[config.mk]
export PLATFORM = sky130hd
export DESIGN_NAME = nmea_rmc_position_extractor_flat
export DESIGN_NICKNAME = d
export VERILOG_FILES = /design/src/design/nrmc_pkg.sv /design/src/design/nrmc_in_if.sv /design/src/design/nrmc_out_if.sv /design/src/design/nrmc_front.sv /design/src/design/nrmc_queue.sv /design/src/design/nrmc_back.sv /design/src/design/nmea_rmc_position_extractor.sv /design/src/flat_wrapper.sv
export SDC_FILE = /design/constraint.sdc
export NUM_CORES = 1
export LEC_CHECK = 0
export ABC_AREA = 0
export BUFFER_PORTS_ARGS = -buffer_cell sky130_fd_sc_hd__buf_2
export CORE_ASPECT_RATIO = 1.4
export CORE_MARGIN = 2
export CORE_UTILIZATION = 30
export DETAILED_ROUTE_END_ITERATION = 10
export MAX_ROUTING_LAYER = met4
export PLACE_DENSITY_LB_ADDON = 0.3
export SLEW_MARGIN = 10
export SYNTH_ARGS = -nofsm -noshare
export SYNTH_HDL_FRONTEND = slang
export SYNTH_SLANG_ARGS = --single-unit
export TNS_END_PERCENT = 10
[constraint.sdc]
create_clock -name clk -period 8.8 [get_ports clk]
set_input_delay 2.2 -clock clk [delete_from_list [all_inputs] [get_ports clk]]
set_output_delay 2.2 -clock clk [all_outputs]
set_load 0.05 [all_outputs]
[src/design/nrmc_pkg.sv]
`default_nettype none

package nrmc_pkg;

    // Sentence header, first character in the top byte.
    localparam int          HDR_LEN  = 6;
    localparam logic [47:0] HDR_TEXT = "$GNRMC";

    localparam logic [7:0] CHAR_DOLLAR = "$";
    localparam logic [7:0] CHAR_STAR   = "*";
    localparam logic [7:0] CHAR_COMMA  = ",";
    localparam logic [7:0] CHAR_DOT    = ".";
    localparam logic [7:0] CHAR_ZERO   = "0";
    localparam logic [7:0] CHAR_NINE   = "9";

    localparam int          CODE_W    = 32;
    localparam int          SCALE_W   = 17;
    localparam int          PROD_W    = CODE_W + SCALE_W;
    localparam logic [SCALE_W-1:0] INT_SCALE = 17'd100000;
    localparam logic [CODE_W-1:0]  CODE_MAX  = 32'hFFFF_FFFF;

    // Comma counts that open the two position fields.
    localparam logic [2:0] FIELD_FIRST  = 3'd3;
    localparam logic [2:0] FIELD_SECOND = 3'd5;
    localparam logic [2:0] COMMA_MAX    = 3'd7;
    localparam logic [1:0] SEEN_BOTH    = 2'd2;
    localparam logic [1:0] SEEN_MAX     = 2'd3;

    localparam int QUEUE_DEPTH = 4;

    typedef enum logic [2:0] {
        FS_IDLE,
        FS_H1,
        FS_H2,
        FS_H3,
        FS_H4,
        FS_H5,
        FS_BODY
    } front_state_t;

    typedef enum logic [2:0] {
        TOK_START,
        TOK_DIGIT,
        TOK_DOT,
        TOK_COMMA,
        TOK_STAR,
        TOK_OTHER
    } tok_kind_t;

    typedef enum logic [1:0] {
        PH_INT,
        PH_FRAC,
        PH_DONE
    } digit_phase_t;

    typedef struct packed {
        tok_kind_t  kind;
        logic [3:0] digit;
    } token_t;

    // Write side of the token queue.
    typedef struct packed {
        logic   push;
        token_t tok;
    } q_wr_t;

    // Read side of the token queue.
    typedef struct packed {
        logic   avail;
        token_t tok;
    } q_rd_t;

    // Control carried along the field-close pipeline.
    typedef struct packed {
        logic start;
        logic star;
        logic wr_first;
        logic wr_second;
        logic both_seen;
    } close_ctl_t;

    function automatic logic [7:0] hdr_char(input int k);
        return HDR_TEXT[8*(HDR_LEN-1-k) +: 8];
    endfunction

    // acc * 10 + d, saturating at the 32-bit maximum.
    function automatic logic [CODE_W-1:0] sat_digit(input logic [CODE_W-1:0] acc,
                                                    input logic [3:0] d);
        logic [CODE_W+3:0] v;
        v = {1'b0, acc, 3'b000} + {3'b000, acc, 1'b0} + {{CODE_W{1'b0}}, d};
        return (v[CODE_W+3:CODE_W] != 4'd0) ? CODE_MAX : v[CODE_W-1:0];
    endfunction

endpackage

`default_nettype wire

[src/design/nrmc_in_if.sv]
`default_nettype none

interface nrmc_in_if;
    logic       valid;
    logic       ready;
    logic [7:0] in_byte;

    modport source (output valid, output in_byte, input ready);
    modport sink   (input valid, input in_byte, output ready);
endinterface

`default_nettype wire

[src/design/nrmc_out_if.sv]
`default_nettype none

interface nrmc_out_if;
    logic        valid;
    logic        ready;
    logic [31:0] latitude_code;
    logic [31:0] longitude_code;
    logic        valid_res;

    modport source (output valid, output latitude_code, output longitude_code,
                    output valid_res, input ready);
    modport sink   (input valid, input latitude_code, input longitude_code,
                    input valid_res, output ready);
endinterface

`default_nettype wire

[src/design/nrmc_front.sv]
`default_nettype none

// Header matcher and byte classifier. Sentence bytes become tokens.
module nrmc_front (
    input  wire logic           clk,
    input  wire logic           rst_n,
    nrmc_in_if.sink             byte_ch,
    input  wire logic           q_full,
    output nrmc_pkg::q_wr_t     q_wr
);

    nrmc_pkg::front_state_t state_reg;
    nrmc_pkg::front_state_t state_next;

    logic       fire;
    logic [7:0] b;
    logic       is_digit;

    assign byte_ch.ready = !q_full;
    assign fire          = byte_ch.valid && !q_full;
    assign b             = byte_ch.in_byte;
    assign is_digit      = (b >= nrmc_pkg::CHAR_ZERO) && (b <= nrmc_pkg::CHAR_NINE);

    always_ff @(posedge clk or negedge rst_n)
    begin
        if (!rst_n)
        begin
            state_reg <= nrmc_pkg::FS_IDLE;
        end
        else
        begin
            state_reg <= state_next;
        end
    end

    always_comb
    begin
        state_next = state_reg;
        if (fire)
        begin
            if (b == nrmc_pkg::CHAR_DOLLAR)
            begin
                state_next = nrmc_pkg::FS_H1;
            end
            else
            begin
                case (state_reg)
                    nrmc_pkg::FS_H1:
                        state_next = (b == nrmc_pkg::hdr_char(1)) ? nrmc_pkg::FS_H2
                                                                   : nrmc_pkg::FS_IDLE;
                    nrmc_pkg::FS_H2:
                        state_next = (b == nrmc_pkg::hdr_char(2)) ? nrmc_pkg::FS_H3
                                                                   : nrmc_pkg::FS_IDLE;
                    nrmc_pkg::FS_H3:
                        state_next = (b == nrmc_pkg::hdr_char(3)) ? nrmc_pkg::FS_H4
                                                                   : nrmc_pkg::FS_IDLE;
                    nrmc_pkg::FS_H4:
                        state_next = (b == nrmc_pkg::hdr_char(4)) ? nrmc_pkg::FS_H5
                                                                   : nrmc_pkg::FS_IDLE;
                    nrmc_pkg::FS_H5:
                        state_next = (b == nrmc_pkg::hdr_char(5)) ? nrmc_pkg::FS_BODY
                                                                   : nrmc_pkg::FS_IDLE;
                    nrmc_pkg::FS_BODY:
                        state_next = (b == nrmc_pkg::CHAR_STAR) ? nrmc_pkg::FS_IDLE
                                                                 : nrmc_pkg::FS_BODY;
                    default:
                        state_next = nrmc_pkg::FS_IDLE;
                endcase
            end
        end
    end

    always_comb
    begin
        q_wr.push      = 1'b0;
        q_wr.tok.kind  = nrmc_pkg::TOK_OTHER;
        q_wr.tok.digit = b[3:0];
        if (fire && b != nrmc_pkg::CHAR_DOLLAR)
        begin
            case (state_reg)
                nrmc_pkg::FS_H5:
                begin
                    q_wr.push     = (b == nrmc_pkg::hdr_char(5));
                    q_wr.tok.kind = nrmc_pkg::TOK_START;
                end
                nrmc_pkg::FS_BODY:
                begin
                    q_wr.push = 1'b1;
                    if (is_digit)
                        q_wr.tok.kind = nrmc_pkg::TOK_DIGIT;
                    else if (b == nrmc_pkg::CHAR_DOT)
                        q_wr.tok.kind = nrmc_pkg::TOK_DOT;
                    else if (b == nrmc_pkg::CHAR_COMMA)
                        q_wr.tok.kind = nrmc_pkg::TOK_COMMA;
                    else if (b == nrmc_pkg::CHAR_STAR)
                        q_wr.tok.kind = nrmc_pkg::TOK_STAR;
                    else
                        q_wr.tok.kind = nrmc_pkg::TOK_OTHER;
                end
                default:
                begin
                    q_wr.push = 1'b0;
                end
            endcase
        end
    end

endmodule

`default_nettype wire

[src/design/nrmc_queue.sv]
`default_nettype none

// Small token FIFO between the classifier and the field engine.
module nrmc_queue #(
    parameter int DEPTH = nrmc_pkg::QUEUE_DEPTH
) (
    input  wire logic           clk,
    input  wire logic           rst_n,
    input  wire nrmc_pkg::q_wr_t q_wr,
    input  wire logic           pop,
    output logic                full,
    output nrmc_pkg::q_rd_t     q_rd
);

    localparam int PTR_W = (DEPTH > 1) ? $clog2(DEPTH) : 1;
    localparam int CNT_W = $clog2(DEPTH + 1);
    localparam logic [PTR_W-1:0] PTR_LAST = PTR_W'(DEPTH - 1);
    localparam logic [CNT_W-1:0] CNT_FULL = CNT_W'(DEPTH);

    nrmc_pkg::token_t slot_reg [DEPTH];
    logic [PTR_W-1:0] wr_ptr_reg, wr_ptr_next;
    logic [PTR_W-1:0] rd_ptr_reg, rd_ptr_next;
    logic [CNT_W-1:0] count_reg, count_next;
    logic             do_push;
    logic             do_pop;

    assign full       = (count_reg == CNT_FULL);
    assign do_push    = q_wr.push && !full;
    assign do_pop     = pop && (count_reg != '0);
    assign q_rd.avail = (count_reg != '0);
    assign q_rd.tok   = slot_reg[rd_ptr_reg];

    always_comb
    begin
        wr_ptr_next = wr_ptr_reg;
        rd_ptr_next = rd_ptr_reg;
        count_next  = count_reg;
        if (do_push)
            wr_ptr_next = (wr_ptr_reg == PTR_LAST) ? '0 : wr_ptr_reg + 1'b1;
        if (do_pop)
            rd_ptr_next = (rd_ptr_reg == PTR_LAST) ? '0 : rd_ptr_reg + 1'b1;
        if (do_push && !do_pop)
            count_next = count_reg + 1'b1;
        else if (do_pop && !do_push)
            count_next = count_reg - 1'b1;
    end

    always_ff @(posedge clk or negedge rst_n)
    begin
        if (!rst_n)
        begin
            wr_ptr_reg <= '0;
            rd_ptr_reg <= '0;
            count_reg  <= '0;
        end
        else
        begin
            wr_ptr_reg <= wr_ptr_next;
            rd_ptr_reg <= rd_ptr_next;
            count_reg  <= count_next;
        end
    end

    always_ff @(posedge clk)
    begin
        if (do_push)
            slot_reg[wr_ptr_reg] <= q_wr.tok;
    end

endmodule

`default_nettype wire

[src/design/nrmc_back.sv]
`default_nettype none

// Field engine: digit accumulation, field close pipeline and result register.
module nrmc_back (
    input  wire logic           clk,
    input  wire logic           rst_n,
    input  wire nrmc_pkg::q_rd_t q_rd,
    output logic                pop,
    nrmc_out_if.source          result_ch
);

    localparam int CW = nrmc_pkg::CODE_W;
    localparam int PW = nrmc_pkg::PROD_W;

    logic [2:0]               comma_reg, comma_next;
    nrmc_pkg::digit_phase_t   phase_reg, phase_next;
    logic [CW-1:0]            int_reg, int_next;
    logic [CW-1:0]            frac_reg, frac_next;
    logic [1:0]               seen_reg, seen_next;

    logic                     s1_valid_reg, s1_valid_next;
    nrmc_pkg::close_ctl_t     s1_ctl_reg, s1_ctl_next;
    logic [CW-1:0]            s1_int_reg;
    logic [CW-1:0]            s1_frac_reg;

    logic                     s2_valid_reg;
    nrmc_pkg::close_ctl_t     s2_ctl_reg;
    logic [PW-1:0]            s2_prod_reg;
    logic [CW-1:0]            s2_frac_reg;

    logic [CW-1:0]            first_reg, second_reg;
    logic                     out_valid_reg;
    logic [CW-1:0]            lat_reg, lon_reg;
    logic                     vres_reg;

    logic                     adv;
    logic                     in_field;
    logic [PW:0]              code_sum;
    logic [CW-1:0]            code;
    logic [2:0]               comma_inc;

    assign adv      = !out_valid_reg || result_ch.ready;
    assign pop      = adv && q_rd.avail;
    assign in_field = (comma_reg == nrmc_pkg::FIELD_FIRST) ||
                      (comma_reg == nrmc_pkg::FIELD_SECOND);
    assign comma_inc = (comma_reg == nrmc_pkg::COMMA_MAX) ? comma_reg : comma_reg + 1'b1;

    // Token execution: parser state and the operands of a field close.
    always_comb
    begin
        comma_next    = comma_reg;
        phase_next    = phase_reg;
        int_next      = int_reg;
        frac_next     = frac_reg;
        seen_next     = seen_reg;
        s1_valid_next = pop;
        s1_ctl_next   = '0;
        if (pop)
        begin
            case (q_rd.tok.kind)
                nrmc_pkg::TOK_START:
                begin
                    comma_next        = '0;
                    phase_next        = nrmc_pkg::PH_INT;
                    int_next          = '0;
                    frac_next         = '0;
                    seen_next         = '0;
                    s1_ctl_next.start = 1'b1;
                end
                nrmc_pkg::TOK_STAR:
                begin
                    s1_ctl_next.star      = 1'b1;
                    s1_ctl_next.wr_first  = (comma_reg == nrmc_pkg::FIELD_FIRST);
                    s1_ctl_next.wr_second = (comma_reg == nrmc_pkg::FIELD_SECOND);
                    s1_ctl_next.both_seen = (seen_reg == nrmc_pkg::SEEN_BOTH);
                end
                nrmc_pkg::TOK_COMMA:
                begin
                    s1_ctl_next.wr_first  = (comma_reg == nrmc_pkg::FIELD_FIRST);
                    s1_ctl_next.wr_second = (comma_reg == nrmc_pkg::FIELD_SECOND);
                    comma_next = comma_inc;
                    phase_next = nrmc_pkg::PH_INT;
                    int_next   = '0;
                    frac_next  = '0;
                    if ((comma_inc == nrmc_pkg::FIELD_FIRST ||
                         comma_inc == nrmc_pkg::FIELD_SECOND) &&
                        seen_reg != nrmc_pkg::SEEN_MAX)
                        seen_next = seen_reg + 1'b1;
                end
                nrmc_pkg::TOK_DIGIT:
                begin
                    if (in_field && phase_reg == nrmc_pkg::PH_INT)
                        int_next = nrmc_pkg::sat_digit(int_reg, q_rd.tok.digit);
                    else if (in_field && phase_reg == nrmc_pkg::PH_FRAC)
                        frac_next = nrmc_pkg::sat_digit(frac_reg, q_rd.tok.digit);
                end
                nrmc_pkg::TOK_DOT:
                begin
                    if (in_field && phase_reg == nrmc_pkg::PH_INT)
                        phase_next = nrmc_pkg::PH_FRAC;
                    else if (in_field)
                        phase_next = nrmc_pkg::PH_DONE;
                end
                default:
                begin
                    if (in_field)
                        phase_next = nrmc_pkg::PH_DONE;
                end
            endcase
        end
    end

    // Close stage: integer part times the scale plus fraction, saturating.
    assign code_sum = {1'b0, s2_prod_reg} + {{(PW+1-CW){1'b0}}, s2_frac_reg};
    assign code     = (code_sum[PW:CW] != '0) ? nrmc_pkg::CODE_MAX : code_sum[CW-1:0];

    always_ff @(posedge clk or negedge rst_n)
    begin
        if (!rst_n)
        begin
            comma_reg     <= '0;
            phase_reg     <= nrmc_pkg::PH_INT;
            int_reg       <= '0;
            frac_reg      <= '0;
            seen_reg      <= '0;
            s1_valid_reg  <= 1'b0;
            s2_valid_reg  <= 1'b0;
            first_reg     <= '0;
            second_reg    <= '0;
            out_valid_reg <= 1'b0;
        end
        else if (adv)
        begin
            comma_reg     <= comma_next;
            phase_reg     <= phase_next;
            int_reg       <= int_next;
            frac_reg      <= frac_next;
            seen_reg      <= seen_next;
            s1_valid_reg  <= s1_valid_next;
            s2_valid_reg  <= s1_valid_reg;
            out_valid_reg <= s2_valid_reg && s2_ctl_reg.star;
            if (s2_valid_reg && s2_ctl_reg.start)
            begin
                first_reg  <= '0;
                second_reg <= '0;
            end
            else if (s2_valid_reg && s2_ctl_reg.wr_first)
            begin
                first_reg <= code;
            end
            else if (s2_valid_reg && s2_ctl_reg.wr_second)
            begin
                second_reg <= code;
            end
        end
    end

    always_ff @(posedge clk)
    begin
        if (adv)
        begin
            s1_ctl_reg  <= s1_ctl_next;
            s1_int_reg  <= int_reg;
            s1_frac_reg <= frac_reg;
            s2_ctl_reg  <= s1_ctl_reg;
            s2_prod_reg <= PW'(s1_int_reg) * PW'(nrmc_pkg::INT_SCALE);
            s2_frac_reg <= s1_frac_reg;
            if (s2_valid_reg && s2_ctl_reg.star)
            begin
                lat_reg  <= s2_ctl_reg.wr_first  ? code : first_reg;
                lon_reg  <= s2_ctl_reg.wr_second ? code : second_reg;
                vres_reg <= s2_ctl_reg.both_seen;
            end
        end
    end

    assign result_ch.valid          = out_valid_reg;
    assign result_ch.latitude_code  = lat_reg;
    assign result_ch.longitude_code = lon_reg;
    assign result_ch.valid_res      = vres_reg;

endmodule

`default_nettype wire

[src/design/nmea_rmc_position_extractor.sv]
// NMEA RMC position extractor. Feed the receiver's serial stream one byte per
// transfer on byte_ch; the block takes one byte every clock cycle while its token
// queue is not full. It looks for the "$GNRMC" header, counts commas, and turns
// the fields after the third and fifth commas into codes of integer digits times
// 100000 plus the digits after the dot, saturating at 2^32-1. Each '*' inside a
// sentence yields one transfer on result_ch carrying both codes and valid_res,
// which is set when both fields were reached. A '$' restarts the header match
// and drops a sentence in progress without a result. A result is offered on
// result_ch once its '*' has passed the registered steps in order: taking the
// token out of the queue and capturing the field operands, forming the 32 by 17
// product, and adding the fraction, saturating and loading the result register.
// While a finished result waits for the sink the field engine holds still; the
// token queue between the classifier and the field engine, sized by QUEUE_DEPTH,
// takes up to QUEUE_DEPTH more sentence bytes meanwhile, and byte_ch.ready drops
// only when that queue is full.

`default_nettype none

module nmea_rmc_position_extractor #(
    parameter int QUEUE_DEPTH = nrmc_pkg::QUEUE_DEPTH
) (
    input  wire logic   clk,
    input  wire logic   rst_n,
    nrmc_in_if.sink     byte_ch,
    nrmc_out_if.source  result_ch
);

    nrmc_pkg::q_wr_t q_wr;
    nrmc_pkg::q_rd_t q_rd;
    logic            q_full;
    logic            q_pop;

    // Header match and byte classification.
    nrmc_front u_front (
        .clk     (clk),
        .rst_n   (rst_n),
        .byte_ch (byte_ch),
        .q_full  (q_full),
        .q_wr    (q_wr)
    );

    // Tokens wait here so that each side can stall on its own.
    nrmc_queue #(
        .DEPTH (QUEUE_DEPTH)
    ) u_queue (
        .clk   (clk),
        .rst_n (rst_n),
        .q_wr  (q_wr),
        .pop   (q_pop),
        .full  (q_full),
        .q_rd  (q_rd)
    );

    // Digit accumulation, field codes and the result register.
    nrmc_back u_back (
        .clk       (clk),
        .rst_n     (rst_n),
        .q_rd      (q_rd),
        .pop       (q_pop),
        .result_ch (result_ch)
    );

endmodule

`default_nettype wire

[src/flat_wrapper.sv]
// flat-port wrapper written by rule: the top's interface ports become plain ports
module nmea_rmc_position_extractor_flat 
#(
    parameter int QUEUE_DEPTH = nrmc_pkg::QUEUE_DEPTH
)
  (clk, rst_n, byte_ch_valid, byte_ch_in_byte, byte_ch_ready, result_ch_valid, result_ch_latitude_code, result_ch_longitude_code, result_ch_valid_res, result_ch_ready);
  nrmc_in_if byte_ch_i ();
  nrmc_out_if result_ch_i ();
  input  wire logic clk;
  input  wire logic rst_n;
  input wire logic [$bits(byte_ch_i.valid)-1:0] byte_ch_valid;
  input wire logic [$bits(byte_ch_i.in_byte)-1:0] byte_ch_in_byte;
  output wire logic [$bits(byte_ch_i.ready)-1:0] byte_ch_ready;
  output wire logic [$bits(result_ch_i.valid)-1:0] result_ch_valid;
  output wire logic [$bits(result_ch_i.latitude_code)-1:0] result_ch_latitude_code;
  output wire logic [$bits(result_ch_i.longitude_code)-1:0] result_ch_longitude_code;
  output wire logic [$bits(result_ch_i.valid_res)-1:0] result_ch_valid_res;
  input wire logic [$bits(result_ch_i.ready)-1:0] result_ch_ready;
  assign byte_ch_i.valid = byte_ch_valid;
  assign byte_ch_i.in_byte = byte_ch_in_byte;
  assign byte_ch_ready = byte_ch_i.ready;
  assign result_ch_valid = result_ch_i.valid;
  assign result_ch_latitude_code = result_ch_i.latitude_code;
  assign result_ch_longitude_code = result_ch_i.longitude_code;
  assign result_ch_valid_res = result_ch_i.valid_res;
  assign result_ch_i.ready = result_ch_ready;
  nmea_rmc_position_extractor #(.QUEUE_DEPTH(QUEUE_DEPTH)) u_core (.clk(clk), .rst_n(rst_n), .byte_ch(byte_ch_i), .result_ch(result_ch_i));
endmodule
# ---- After elaboration in Yosys (flattened, before gate mapping)
# Memory sizes are Yosys's and may differ from the RTL's.
# Index checks and enable logic that the tools add are counted.
dict set report totals {
  word_cells 174
  memories 1
  ramBits 28
  register_bits 363
  in_bits 12
  output_inout_bits 67
}
# memory words width read_ports rd_ports_with_merged_regs wr line
set mem_list {}
lappend mem_list {u_core.u_queue.slot_reg 4 7 1 0 1 nrmc_queue.sv:20} ;# nrmc_pkg::token_t slot_reg [DEPTH];
dict set report op_classes {
  add_sub_neg 11
  bitwise 1
  n_mul 1
  n_reduce_logical 46
  mux 45
  n_lt_le_gt_ge 2
  eq_ne 36
}
# operator n
set ops {}
lappend ops {{32-bit two-way mux} 13}
lappend ops {{32-bit one-hot mux with 2 select lines} 2}
lappend ops {{35-bit by 33-bit adder with 36-bit output} 2}
lappend ops {{36-bit by 4-bit adder with 36-bit output} 2}
lappend ops {{49-bit by 32-bit adder with 50-bit output} 1}
lappend ops {{32-bit by 12-bit multiplier with 44-bit output (second input constant)} 1}
lappend ops {{8-bit by 7-bit equality test with 1-bit output (second input constant)} 5}
lappend ops {{3-bit two-way mux} 11}
lappend ops {{8-bit by 6-bit equality test with 1-bit output (second input constant)} 4}
lappend ops {{3-bit equality test (second input constant)} 8}
lappend ops {{3-bit by 2-bit equality test with 1-bit output (second input constant)} 6}
lappend ops {{3-bit one-hot mux with 6 select lines} 1}
lappend ops {{18-bit nonzero test} 1}
lappend ops {{1-bit logical AND} 15}
lappend ops {{2-bit two-way mux} 7}
lappend ops {{2-bit != test (second input constant)} 6}
lappend ops {{3-bit one-hot mux with 2 select lines} 2}
lappend ops {{2-bit nonzero test} 5}
lappend ops {{3-bit AND reduction} 3}
lappend ops {{8-bit by 6-bit >= comparator with 1-bit output (second input constant)} 1}
lappend ops {{8-bit by 6-bit <= comparator with 1-bit output (second input constant)} 1}
lappend ops {{8-bit by 6-bit != test with 1-bit output (second input constant)} 1}
lappend ops {{2-bit AND reduction} 4}
lappend ops {{4-bit AND reduction} 2}
lappend ops {{other kinds (20)} 38}

# ---- Depth between registers and ports, before layout
# Gate-level depths: netlist (run 1).
dict set report depth {
  ltp_word 12
  depth_mapped 21
  depth_no_buf 20
}

# ---- Modules after synthesis
# A second synthesis (run 1) with hierarchy kept.
dict set report unflattened {
  cells_unflattened 2565
  hier_area_um2 27236.1
}
# mod instances cells_per_inst area_per_inst_um2 seq_area_each_um2
set by_module_without_submodules {}
lappend by_module_without_submodules {nrmc_back 1 2433 25339.3 9909.5}
lappend by_module_without_submodules {nrmc_queue 1 74 1466.4 1016.0}
lappend by_module_without_submodules {nrmc_front 1 58 430.4 75.1}

# ---- Worst setup path after synthesis (run 1)
# Ideal clock, no wire load.
dict set report synth_path {
  path_type {input to register}
  from {in result_ch_ready}
  to {reg u_core.u_back.lat_reg[0] (netlist: u_core.u_back.result_ch.latitude_code[0]) (enable)}
  slack_ps -1287
  path_stages 3
  path_buffers 1
  arrival_time_ps 9591
  setup_time_ps 496
  cell_sequence {nand2b_1 -> clkbuf_1 -> nor2b_1}
}
dict set report synth_between {
  elab_chain_cells 2
}
# item line
set synth_lines {}
lappend synth_lines {{from (decl)} flat_wrapper.sv:18} ;# input wire logic [$bits(result_ch_i.ready)-1:0] result_ch_ready;
lappend synth_lines {{1-bit logical OR} nrmc_back.sv:42} ;# assign adv = !out_valid_reg || result_ch.ready;
lappend synth_lines {{net u_core.u_back.adv} nrmc_back.sv:36} ;# logic adv;
lappend synth_lines {{2-bit AND reduction (no line)} --}
lappend synth_lines {{to (signal assigned)} nrmc_back.sv:170} ;# lat_reg <= s2_ctl_reg.wr_first ? code : first_reg;
lappend synth_lines {{to (decl)} nrmc_back.sv:33} ;# logic [CW-1:0] lat_reg, lon_reg;
# The timed path passes the listed nets, and every way through them passes these cells.
# A chain may end at the register's enable or synchronous reset.

# ---- Worst setup path after layout (run 1)
dict set report layout_path {
  from {reg u_core.u_back.s1_int_reg[2]}
  to {reg u_core.u_back.s2_prod_reg[45] (data pin)}
}
dict set report layout_between {
  elab_chain_cells 1
}
# item line
set layout_lines {}
lappend layout_lines {{from (decl)} nrmc_back.sv:23} ;# logic [CW-1:0] s1_int_reg;
lappend layout_lines {{from (signal assigned)} nrmc_back.sv:163} ;# s1_int_reg <= int_reg;
lappend layout_lines {{32-bit by 12-bit multiplier with 44-bit output} nrmc_back.sv:166} ;# s2_prod_reg <= PW'(s1_int_reg) * PW'(nrmc_pkg::INT_SCALE);
lappend layout_lines {{to (signal assigned)} nrmc_back.sv:166}
lappend layout_lines {{to (decl)} nrmc_back.sv:28} ;# logic [PW-1:0] s2_prod_reg;
# Every way passes these cells.

==> results of run 1 <==
==> area by class of cell <==
| class | instances | area (um^2) | share of cell area [%] |
|---|---|---|---|
| repair buffers | 99 | 554 | 1.78 |
| flip-flops and latches | 391 | 11000 | 35.3 |
| inverters | 269 | 1010 | 3.24 |
| well taps | 1206 | 1510 | 4.85 |
| multi-input cells | 1995 | 15700 | 50.5 |
| diodes | 1 | 2.50 | 0.00804 |
| clock buffers | 53 | 1080 | 3.47 |
| clock inverters | 21 | 262 | 0.840 |
==> power by group <==
part / internal [mW] / switching, mW / total (mW)
Clock: 1.00 / 0.758 / 1.76
Combinational: 0.409 / 0.726 / 1.14
Sequential: 2.07 / 0.0835 / 2.16
Total: 3.49 / 1.57 / 5.05
==> layout by cell type (no fill, tap or decap), types with 41 or more instances in the layout <==
| cell | instances |
|---|---|
| dfrtp_1 | 148 |
| buf_2 | 77 |
| nand2_1 | 191 |
| xnor2_1 | 94 |
| fa_1 | 84 |
| a21o_1 | 59 |
| a21oi_1 | 266 |
| xor2_1 | 74 |
| inv_1 | 269 |
| nor2_1 | 178 |
| ha_1 | 362 |
| o21ai_0 | 164 |
| edfxtp_1 | 243 |
| clkbuf_16 | 41 |
==> how the worst max path moves through the flow <==
stage	endpoint	start	slack [ns]
floorplan	u_core.u_back.result_ch.latitude_code[0]	result_ch_ready	0.99
global placement	u_core.u_back.s2_prod_reg[45]	u_core.u_back.s1_int_reg[2]	2.48
detailed placement	u_core.u_back.s2_prod_reg[45]	u_core.u_back.s1_int_reg[2]	2.42
CTS	u_core.u_back.s2_prod_reg[45]	u_core.u_back.s1_int_reg[2]	2.38
global route	u_core.u_back.s2_prod_reg[45]	u_core.u_back.s1_int_reg[2]	2.13
finish	u_core.u_back.s2_prod_reg[45]	u_core.u_back.s1_int_reg[2]	2.47
==> through the flow <==
stage               worst slack (ns)  util, %  instances  instance area [um^2]
global route                    2.13     33.6       4034                 31100
CTS                             2.38     33.6       4034                 31100
floorplan                      0.992        -       2751                 28100
detailed placement              2.42     32.2       3960                 29800
global placement                2.48     32.2       3960                 29800
finish                          2.47     33.6       4035                 31100
==> worst register-to-register path: stages, from the launching register on <==
cell	delay, ns
edfxtp_1	0.49
ha_1	0.41
xor2_1	0.31
xor2_1	0.20
ha_1	0.27
fa_1	0.55
inv_1	0.06
fa_1	0.54
inv_1	0.05
ha_1	0.37
a21o_1	0.21
a21o_1	0.17
a211o_1	0.28
a21oi_1	0.24
o21ai_0	0.23
a31oi_1	0.47
o21ai_0	0.31
o21ai_1	0.31
or4b_2	0.61
o211ai_1	0.11
==> metal layers <==
metal	global-route usage (%)	wire, um	share of wire (%)
met3	1.34	2040	3.0
met5	-	0	0
met1	16.4	28300	41
met2	26.9	36300	53
met4	3.76	1680	2.5
==> logic make-up (layout without fill, tap and decap cells) <==
kind of cell | after synthesis | count (layout) | synth area share, %
buf+inv | 365 | 442 | 5.00
fa+ha+maj | 448 | 448 | 22.2
compound gates | 746 | 746 | 17.0
simple gates | 615 | 615 | 10.4
mux | 18 | 18 | 0.976
other cells | 0 | 1 | 0
xor+xnor | 168 | 168 | 5.24
flops | 391 | 391 | 39.2
==> summary.md, run 1 <==
| Metric | Value |
|---|---|
| Maxcap violations | 0 |
| Pwr Density | 162 nW/um^2 |
| Synth async-reset ratio | 37.9% |
| Least-Margin Pin Slew | 1.02 ns |
| Setup bufs post-CTS | 0 |
| Synth unique cells | 87 |
| Crit path max-delay family | compound AO/OA/AOI/OAI gates |
| Grt total ovfl | 0 |
| DRT Pass-1 Iters | 6 |
| Synth area leader | edfxtp_1 |
| Reg2reg end | u_core.u_back.s2_prod_reg[45] |
| Synthesis-stage register bit count | 391 |
| Top cell type's share of synthesized area | 26.0% |
| Fmax | 158 MHz |
| Die Wd | 263 um |
| Worst Hold Endpoint | u_core.u_back.s2_frac_reg[10] |
| DP Wirelength | 52.8 mm |
| Tot Pwr | 5.05 mW |
| CP max-delay cell | or4b_2 |
| Post_cts resized | 0 |
| R2r worst-path depth | 19 |
| Number of global-route vias before repair | 20.5k |
| Post-synth EDFFs | 243 |
| Kind of end point of the critical path | flip-flop |
| FP Rows | 132 |
| Hold Worst Slack | 0.409 ns |
| Antenna Nets Post-Route | 0 |
| Final period util | 71.9% |
| Clock Tree Buf Depth | 3 |
| Hold Path Depth | 0 |
| P&R area growth vs syn | 10.9% |
| Clock sinks | 391 |
| Largest register FFs | 44 |
| Most used cell, CP | ha_1 |
| Status | finished clean |
| Fill count | 9399 |
| Startpoint type of the worst setup path | flip-flop |
| Cells after Synth | 2751 |
| Synth Flop Type | edfxtp_1 |
| Worst VDD drop | 0.135 mV |
| Synth area leaders | edfxtp_1 26%, ha_1 16%, dfrtp_1 13%, fa_1 6.0%, a21oi_1 4.8% |
| Port Buf Inserts | 78 |
| CP arrival | 6.76 ns |
| Top-count cell post-synth | ha_1 |
| Slew Limit Fails | 0 |
| Layout cell share with drive strength beyond 1 | 8.45% |
| Post-synth top cells | 362 x ha_1, 269 x inv_1, 267 x a21oi_1, 243 x edfxtp_1, 191 x nand2_1 |
| Worst r2r src | u_core.u_back.s1_int_reg[2] |
| CTS tree | yes |
| Worst Path Buf+Inv | 2 |
| Die Y | 366 um |
| CP max stage delay | 0.61 ns |
| Drt initial violations | 1240 |
| WS Path Type | reg2reg |
| Min cycle time layout | 6.33 ns |
| CTS buffer count | 40 |
| DRC | 0 |
| Die area | 96100 um^2 |
| WP data required | 9.23 ns |
| Synthesized area | 28100 um^2 |
| Worst R2R Setup Slack | 2.47 ns |
| CP Cell Sequence | ha_1 -> xor2_1 -> xor2_1 -> ha_1 -> fa_1 -> inv_1 -> fa_1 -> inv_1 -> ha_1 -> a21o_1 -> a21o_1 -> a211o_1 -> a21oi_1 -> o21ai_0 -> a31oi_1 -> o21ai_0 -> o21ai_1 -> or4b_2 -> o211ai_1 |
| Initial antenna violation count | 1 |
| Worst Skew | 0.0305 ns |
| Fraction of the yosys area taken by sequential cells | 39.2% |
| Pin count of the biggest net entering global routing | 92 |
| GRT Util Overall | 14.4% |
| Synth Area per Inst | 10.2 um^2 |
| Routed vias | 20.2k |
| Worst-skew pair later-pin latency | 0.59 ns |
| Total leakage power | 15.1 nW |
| Fin Setup TNS | 0 ns |
| Hold Crit Class | reg2reg |
| Setup repair after global routing missed its margin | no |
| Final Hold Viols | 0 |
| Worst slew margin | 32.0% |
| Min-delay src | u_core.u_back.s1_frac_reg[10] |
| Worst path depth | 19 |
| Max H-tree Level | 2 |
| First-pass GRT wire length | 110 mm |
| Final net count | 3254 |
| Routed wire per std cell | 16.9 um |
| YS warnings | 0 |
| Boundary Pins | 79 |
| Post-cts hold buffer count | 0 |
| Syn Nets | 3209 |
| Initial core utilization | 30.3% |
| Root buffer cell | clkbuf_16 |
| Average via count per standard cell | 5.00 |
| Core Area | 92700 um^2 |
| Routed wire length | 68.3 mm |
| Clock transition at path regs | 0.07 ns |
| Max Fanout on Critical Path | 6 |
| # setup viols final | 0 |
| RD Place Congestion | 0.864 |
No activity file was read; power rests on OpenSTA's default activity.
==> run 2, diff against run 1 <==
- ABC_AREA: 0 -> 1
- clock period: 8.8 -> 5.25 ns (I/O delays scaled with it)
==> summary.md, run 2 <==
| Metric | Value |
|---|---|
| Kind of end point of the critical path | flip-flop (unchanged) |
| Clock sinks | 391 (unchanged) |
| Number of global-route vias before repair | 23.7k (was 20.5k) |
| Worst setup path start | u_core.u_back.s1_int_reg[3] (was u_core.u_back.s1_int_reg[2]) |
| Final net count | 4183 (was 3254) |
| Synthesized area | 30500 um^2 (was 28100 um^2) |
| Final Hold Viols | 0 (unchanged) |
| WP data required | 5.55 ns (was 9.23 ns) |
| Min-delay src | u_core.u_back.s1_frac_reg[13] (was u_core.u_back.s1_frac_reg[10]) |
| Port Buf Inserts | 78 (unchanged) |
| Fraction of the yosys area taken by sequential cells | 36.0% (was 39.2%) |
| Synth area leaders | edfxtp_1 24%, ha_1 15%, nand2_1 13%, dfrtp_1 12%, inv_1 6.6% (was edfxtp_1 26%, ha_1 16%, dfrtp_1 13%, fa_1 6.0%, a21oi_1 4.8%) |
| Post-synth EDFFs | 243 (unchanged) |
| Maxcap violations | 0 (unchanged) |
| Crit path max-delay family | adder cells (was compound AO/OA/AOI/OAI gates) |
| Comb power frac | 57.9% (was 22.5%) |
| Post-synth top cells | 1050 x nand2_1, 536 x inv_1, 362 x ha_1, 243 x edfxtp_1, 209 x nand3_1 (was 362 x ha_1, 269 x inv_1, 267 x a21oi_1, 243 x edfxtp_1, 191 x nand2_1) |
| Drt initial violations | 1053 (was 1240) |
| Syn Nets | 4089 (was 3209) |
| Grt total ovfl | 0 (unchanged) |
| Worst r2r src | u_core.u_back.s1_int_reg[3] (was u_core.u_back.s1_int_reg[2]) |
| FP Rows | 138 (was 132) |
| Reg power frac | 27.3% (was 42.7%) |
| Routed vias | 23.3k (was 20.2k) |
| Status | finished clean (unchanged) |
| Most frequent cells in the layout | 1049 x nand2_1, 535 x inv_1, 362 x ha_1, 243 x edfxtp_1, 209 x nand3_1 (was 362 x ha_1, 269 x inv_1, 266 x a21oi_1, 243 x edfxtp_1, 191 x nand2_1) |
| DRT Pass-1 Iters | 5 (was 6) |
| Share of total power in the clock network | 14.8% (was 34.8%) |
| Post-synthesis compound-gate area fraction | 6.86% (was 17.0%) |
| Initial antenna violation count | 0 (was 1) |
| Max Fanout on Critical Path | 6 (unchanged) |
| Fmax | 202 MHz (was 158 MHz) |
| Routed wire per std cell | 15.2 um (was 16.9 um) |
| Die area | 104000 um^2 (was 96100 um^2) |
| Placed Instances | 5008 (was 3960) |
| Slew Limit Fails | 0 (unchanged) |
| Min cycle time layout | 4.95 ns (was 6.33 ns) |
| Worst Skew | 0.0340 ns (was 0.0305 ns) |
| Largest register FFs | 44 (unchanged) |
| GRT Util Overall | 15.4% (was 14.4%) |
| Hold Crit Class | reg2reg (unchanged) |
| Clock Tree Buf Depth | 3 (unchanged) |
| Synth async-reset ratio | 37.9% (unchanged) |
| Routed wire length | 77.3 mm (was 68.3 mm) |
| Least-Margin Pin Slew | 1.11 ns (was 1.02 ns) |
| Switching component of the power | 9.54 mW (was 1.57 mW) |
| Synthesis-stage register bit count | 391 (unchanged) |
| Synth Area in Simple Gates | 23.8% (was 10.4%) |
| Post-cts hold buffer count | 0 (unchanged) |
| Synth Area in Adders | 20.4% (was 22.2%) |
| CTS tree | yes (unchanged) |
| Internal power | 10.0 mW (was 3.49 mW) |
| Initial core utilization | 30.2% (was 30.3%) |
| Post-Synth XOR/XNOR Area | 4.79% (was 5.24%) |
| Cells after Synth | 3631 (was 2751) |
| Clock transition at path regs | 0.06 ns (was 0.07 ns) |
| Root buffer cell | clkbuf_16 (unchanged) |
| Synth Flop Type | edfxtp_1 (unchanged) |
| Sw Ratio | 48.7% (was 31.0%) |
| Top cell type's share of synthesized area | 23.9% (was 26.0%) |
| Synth unique cells | 58 (was 87) |
| Worst VDD drop | 0.353 mV (was 0.135 mV) |
| Layout Cells excl Fill | 5088 (was 4035) |
| Worst-skew pair later-pin latency | 0.59 ns (about the same) |
| CP max-delay cell | fa_1 (was or4b_2) |
| Core Area | 101000 um^2 (was 92700 um^2) |
| CP max stage delay | 0.53 ns (was 0.61 ns) |
| Boundary Pins | 79 (unchanged) |
| Antenna Nets Post-Route | 0 (unchanged) |
| N_diodes | 0 (was 1) |
| Worst slew margin | 26.2% (was 32.0%) |
| Pin count of the biggest net entering global routing | 118 (was 92) |
| CP Cell Sequence | ha_1 -> ha_1 -> xor2_1 -> inv_1 -> ha_1 -> fa_1 -> inv_1 -> fa_1 -> inv_1 -> ha_1 -> a21oi_1 -> inv_1 -> a31oi_1 -> a21boi_2 -> o21ai_0 -> buf_4 -> a21oi_1 -> o21ai_0 -> xor2_1 (was ha_1 -> xor2_1 -> xor2_1 -> ha_1 -> fa_1 -> inv_1 -> fa_1 -> inv_1 -> ha_1 -> a21o_1 -> a21o_1 -> a211o_1 -> a21oi_1 -> o21ai_0 -> a31oi_1 -> o21ai_0 -> o21ai_1 -> or4b_2 -> o211ai_1) |
| Die Wd | 274 um (was 263 um) |
| # setup viols final | 0 (unchanged) |
| Pwr Density | 577 nW/um^2 (was 162 nW/um^2) |
| Layout cell share with drive strength beyond 1 | 8.28% (was 8.45%) |
| Fill count | 10.6k (was 9399) |
| DRC | 0 (unchanged) |
| Die Y | 381 um (was 366 um) |
| Final period util | 94.3% (was 71.9%) |
| Commonest non-fill, non-tap cell in the layout | nand2_1 (was ha_1) |
| YS warnings | 0 (unchanged) |
| Total leakage power | 17.4 nW (was 15.1 nW) |
| CTS buffer count | 41 (was 40) |
| Top-count cell post-synth | nand2_1 (was ha_1) |
| Startpoint type of the worst setup path | flip-flop (unchanged) |
| Worst Path Buf+Inv | 5 (was 2) |
| DP Wirelength | 62.6 mm (was 52.8 mm) |
| Largest family of logic cells by synthesized area | simple AND/OR/NAND/NOR gates (was adder cells) |
| Synth area leader | edfxtp_1 (unchanged) |
| WS Path Type | reg2reg (unchanged) |
| Synth Area per Inst | 8.40 um^2 (was 10.2 um^2) |
| Mux share of post-synthesis cell area | 0.0369% (was 0.976%) |
| First-pass GRT wire length | 125 mm (was 110 mm) |
| CP arrival | 5.25 ns (was 6.76 ns) |
| Average via count per standard cell | 4.59 (was 5.00) |
| RD Place Congestion | 0.949 (was 0.864) |
| Setup repair after global routing missed its margin | yes (was no) |
| Final Util | 33.6% (about the same) |
| Max H-tree Level | 2 (unchanged) |
| P&R area growth vs syn | 11.3% (was 10.9%) |
run 2: changes by cell type after synthesis, moves of 21 or more:
| cell | delta |
|---|---|
| nand2_1 | +859 |
| o21ai_0 | -68 |
| nand2_2 | +21 |
| nor2_1 | +23 |
| inv_1 | +267 |
| a21o_1 | -44 |
| nand3_4 | +31 |
| a31oi_1 | -21 |
| o221a_2 | -26 |
| clkbuf_1 | -41 |
| nand3_1 | +171 |
| a21oi_1 | -104 |
| nand2b_1 | -25 |
run 2: cell families (layout without fill, tap and decap cells):
| family | after synthesis | count (layout) |
|---|---|---|
| mux | 1 | 1 |
| fa+ha+maj | 446 | 446 |
| xor+xnor | 166 | 166 |
| compound gates | 367 | 367 |
| buf+inv | 625 | 752 |
| flops | 391 | 391 |
| simple gates | 1635 | 1635 |
run 2: cell type report:
| type | instances | area [um^2] | area share [%] |
|---|---|---|---|
| Clock buffer | 55 | 1100 | 3.24 |
| Clock inverter | 21 | 246 | 0.726 |
| Inverter | 560 | 2110 | 6.21 |
| Multi-Input combinational cell | 2615 | 17100 | 50.5 |
| Sequential cell | 391 | 11000 | 32.4 |
| Tap cell | 1330 | 1660 | 4.90 |
| Timing Repair Buffer | 116 | 707 | 2.08 |
run 2: metrics by stage:
stage / hold WS [ns] / TNS (ns) / setup WS [ns] / cell area [um^2] / total power, mW
4_1_cts: 0.410 / 0 / 0.111 / 33900 / 19.9
3_5_place_dp: 0.405 / 0 / 0.162 / 32600 / 16.8
3_3_place_gp: 0.402 / 0 / 0.185 / 32600 / 16.8
6_report: 0.413 / 0 / 0.300 / 34000 / 19.6
5_1_grt: 0.416 / -0.0157 / -0.0114 / 34000 / 21.5
2_1_floorplan: 0.400 / 0 / 0.261 / 30500 / 13.7
run 2: layer usage:
metal,vias up,track usage (%),routed length (um)
met4,0,4.91,2460
met3,121,1.33,1740
met5,-,-,0
met1,10920,16.8,31300
met2,332,29.0,41800
li1,11957,-,-
run 2: repair_timing:
action                                  4_1_cts  5_1_grt
resized for setup                             0        8
endpoints found under the setup margin        0        6
buffers inserted                              0        4
run 2: power by group through the flow:
stage                     combinational, mW  sequential, mW  clock, mW
after floorplan                        7.92            5.73          0
after global placement                 11.4            5.40          0
after detailed placement               11.4            5.42          0
after CTS                              11.5            5.36       3.01
after global routing                   13.0            5.44       3.12
final                                  11.4            5.34       2.90
run 2: worst paths after layout:
check	slack (ns)	to	cells after the start
hold reg to reg	0.41	u_core.u_back.s2_frac_reg[13]	0
setup reg to reg	0.30	u_core.u_back.s2_prod_reg[42]	19
max in group asynchronous	3.61	u_core.u_back.first_reg[15]	2
min in group asynchronous	0.61	u_core.u_back.int_reg[30]	1
setup / recovery	0.30	u_core.u_back.s2_prod_reg[42]	19
hold / removal	0.41	u_core.u_back.s2_frac_reg[13]	0
==> run 3, diff against run 2 <==
- ABC_AREA: 1 -> 0
- REMOVE_ABC_BUFFERS: default -> 1
==> summary.md, run 3 (synthesis results as in run 1) <==
| Metric | Value |
|---|---|
| Total leakage power | 16.0 nW (was 17.4 nW) |
| Commonest non-fill, non-tap cell in the layout | ha_1 (was nand2_1) |
| WP data required | 5.57 ns (was 5.55 ns) |
| Least-Margin Pin Slew | 0.948 ns (was 1.11 ns) |
| First-pass GRT wire length | 114 mm (was 125 mm) |
| Routed wire length | 70.8 mm (was 77.3 mm) |
| Setup repair after global routing missed its margin | yes (unchanged) |
| DRC | 0 (unchanged) |
| Fin Setup TNS | 0 ns (unchanged) |
| Final Cell Area | 33600 um^2 (was 34000 um^2) |
| Average via count per standard cell | 4.96 (was 4.59) |
| Final net count | 3429 (was 4183) |
| FP Rows | 132 (was 138) |
| RD Place Congestion | 0.909 (was 0.949) |
| Final period util | 98.3% (was 94.3%) |
| Crit path max-delay family | adder cells (unchanged) |
| Place WS | -0.350 ns (was 0.162 ns) |
| DRT Pass-1 Iters | 5 (unchanged) |
| Min cycle time layout | 5.16 ns (was 4.95 ns) |
| Boundary Pins | 79 (unchanged) |
| Root buffer cell | clkbuf_16 (unchanged) |
| Worst-skew pair later-pin latency | 0.60 ns (was 0.59 ns) |
| P&R area growth vs syn | 19.5% (was 11.3%) |
| N_diodes | 0 (unchanged) |
| # setup viols final | 0 (unchanged) |
| Clock sinks | 391 (unchanged) |
| Kind of end point of the critical path | flip-flop (unchanged) |
| CTS buffer count | 42 (was 41) |
| Fin worst setup slack | 0.0904 ns (was 0.300 ns) |
| Port Buf Inserts | 78 (unchanged) |
| Max H-tree Level | 2 (unchanged) |
| Worst Path Buf+Inv | 5 (unchanged) |
| Startpoint type of the worst setup path | flip-flop (unchanged) |
| DP Wirelength | 54.3 mm (was 62.6 mm) |
| Die area | 96100 um^2 (was 104000 um^2) |
| Core Area | 92700 um^2 (was 101000 um^2) |
| Tot Pwr | 9.01 mW (was 19.6 mW) |
| CP arrival | 5.48 ns (was 5.25 ns) |
| CP max-delay cell | fa_1 (unchanged) |
| Hold Crit Class | reg2reg (unchanged) |
| Drt initial violations | 1042 (was 1053) |
| Die Wd | 263 um (was 274 um) |
| Largest register FFs | 44 (unchanged) |
| Clock Tree Buf Depth | 3 (unchanged) |
| Layout cell share with drive strength beyond 1 | 17.5% (was 8.28%) |
| Fmax | 194 MHz (was 202 MHz) |
| Pwr Density | 268 nW/um^2 (was 577 nW/um^2) |
| Initial core utilization | 30.3% (was 30.2%) |
| Most frequent cells in the layout | 313 x ha_1, 260 x a21oi_1, 254 x inv_1, 243 x edfxtp_1, 187 x nand2_1 (was 1049 x nand2_1, 535 x inv_1, 362 x ha_1, 243 x edfxtp_1, 209 x nand3_1) |
| Final Hold Viols | 0 (unchanged) |
| Routed wire per std cell | 16.8 um (was 15.2 um) |
| Number of global-route vias before repair | 21.4k (was 23.7k) |
| Worst Skew | 0.0287 ns (was 0.0340 ns) |
| Die Y | 366 um (was 381 um) |
| Worst VDD drop | 0.324 mV (was 0.353 mV) |
| Routed vias | 20.9k (was 23.3k) |
| Slew Limit Fails | 0 (unchanged) |
| Antenna Nets Post-Route | 0 (unchanged) |
| Max Fanout on Critical Path | 5 (was 6) |
| Initial antenna violation count | 0 (unchanged) |
| Grt total ovfl | 0 (unchanged) |
| Hold Worst Slack | 0.412 ns (was 0.413 ns) |
| CTS tree | yes (unchanged) |
| Pin count of the biggest net entering global routing | 148 (was 118) |
| DP Area | 30900 um^2 (was 32600 um^2) |
| CP max stage delay | 0.52 ns (was 0.53 ns) |
| GRT Util Overall | 14.9% (was 15.4%) |
| CP Cell Sequence | buf_4 -> ha_4 -> buf_4 -> nand2_1 -> xnor2_1 -> ha_1 -> fa_1 -> inv_1 -> fa_1 -> inv_2 -> ha_4 -> a21oi_2 -> o21ai_2 -> o21ai_1 -> buf_4 -> nand4_1 -> o21ba_4 -> o31ai_4 -> o21bai_2 -> a221o_1 -> a21oi_2 -> xnor2_1 (was ha_1 -> ha_1 -> xor2_1 -> inv_1 -> ha_1 -> fa_1 -> inv_1 -> fa_1 -> inv_1 -> ha_1 -> a21oi_1 -> inv_1 -> a31oi_1 -> a21boi_2 -> o21ai_0 -> buf_4 -> a21oi_1 -> o21ai_0 -> xor2_1) |
| Most used cell, CP | buf_4 |
| Clock transition at path regs | 0.06 ns (about the same) |
| Status | finished clean (unchanged) |
| Worst slew margin | 36.8% (was 26.2%) |
| Maxcap violations | 0 (unchanged) |
| WS Path Type | reg2reg (unchanged) |
==> run 3: changes by cell type in the layout (fill, tap and decap cells not counted), moves of 61 or more <==
| cell | change |
|---|---|
| buf_4 | +139 |
| nand3_1 | -172 |
| a21oi_1 | +98 |
| o21ai_0 | +61 |
| nand2_1 | -862 |
| inv_1 | -281 |
==> run 3: layout make-up <==
class | count | area, um^2
fillers | 9256 | 59100
multi-input cells | 1995 | 16600
flip-flops and latches | 391 | 11000
repair buffers | 272 | 1990
well taps | 1206 | 1510
clock buffers | 53 | 1140
inverters | 269 | 1010
clock inverters | 25 | 289
==> run 3: path summary, 6_finish.rpt <==
path / start / end / depth (start not counted) / slack (ns)
max in group asynchronous: rst_n / u_core.u_back.int_reg[30] / 2 / 3.58
min reg2reg: u_core.u_back.s1_frac_reg[7] / u_core.u_back.s2_frac_reg[7] / 0 / 0.41
min: u_core.u_back.s1_frac_reg[7] / u_core.u_back.s2_frac_reg[7] / 0 / 0.41
max: u_core.u_back.s1_int_reg[9] / u_core.u_back.s2_prod_reg[48] / 22 / 0.09
max reg2reg: u_core.u_back.s1_int_reg[9] / u_core.u_back.s2_prod_reg[48] / 22 / 0.09
min in group asynchronous: rst_n / u_core.u_back.first_reg[7] / 1 / 0.75
==> run 3: layer usage <==
layer / vias to the layer above / track usage (%) / wire (um)
met1: 10108 / 16.2 / 28400
met5: - / - / 0
met3: 113 / 1.63 / 1900
met2: 320 / 28.3 / 38700
met4: 0 / 4.55 / 1810
li1: 10344 / - / -
==> run 3: repair_timing <==
item                                   4_1_cts  5_1_grt
setup endpoints to repair                   12       12
buffers inserted                            12       22
gates resized for setup                     37      110
cloned                                       0        0
hold buffers                                 0        0
pin swaps                                   19       74
endpoints found under the hold margin        0        0
==> run 3: report_power, final <==
part	total (mW)	switching (mW)	internal, mW	leakage, nW
Combinational	2.33	1.36	0.969	10.6
Clock	3.06	1.33	1.73	0.680
Sequential	3.62	0.141	3.48	4.72
Total	9.01	2.83	6.17	16.0
==> run 3: per-stage QoR <==
step           cells  util [%]
5_1_grt         4211      36.2
3_5_place_dp    4100      33.4
6_report        4211      36.2
2_1_floorplan   2655         -
3_3_place_gp    4100      33.4
4_1_cts         4190      35.3
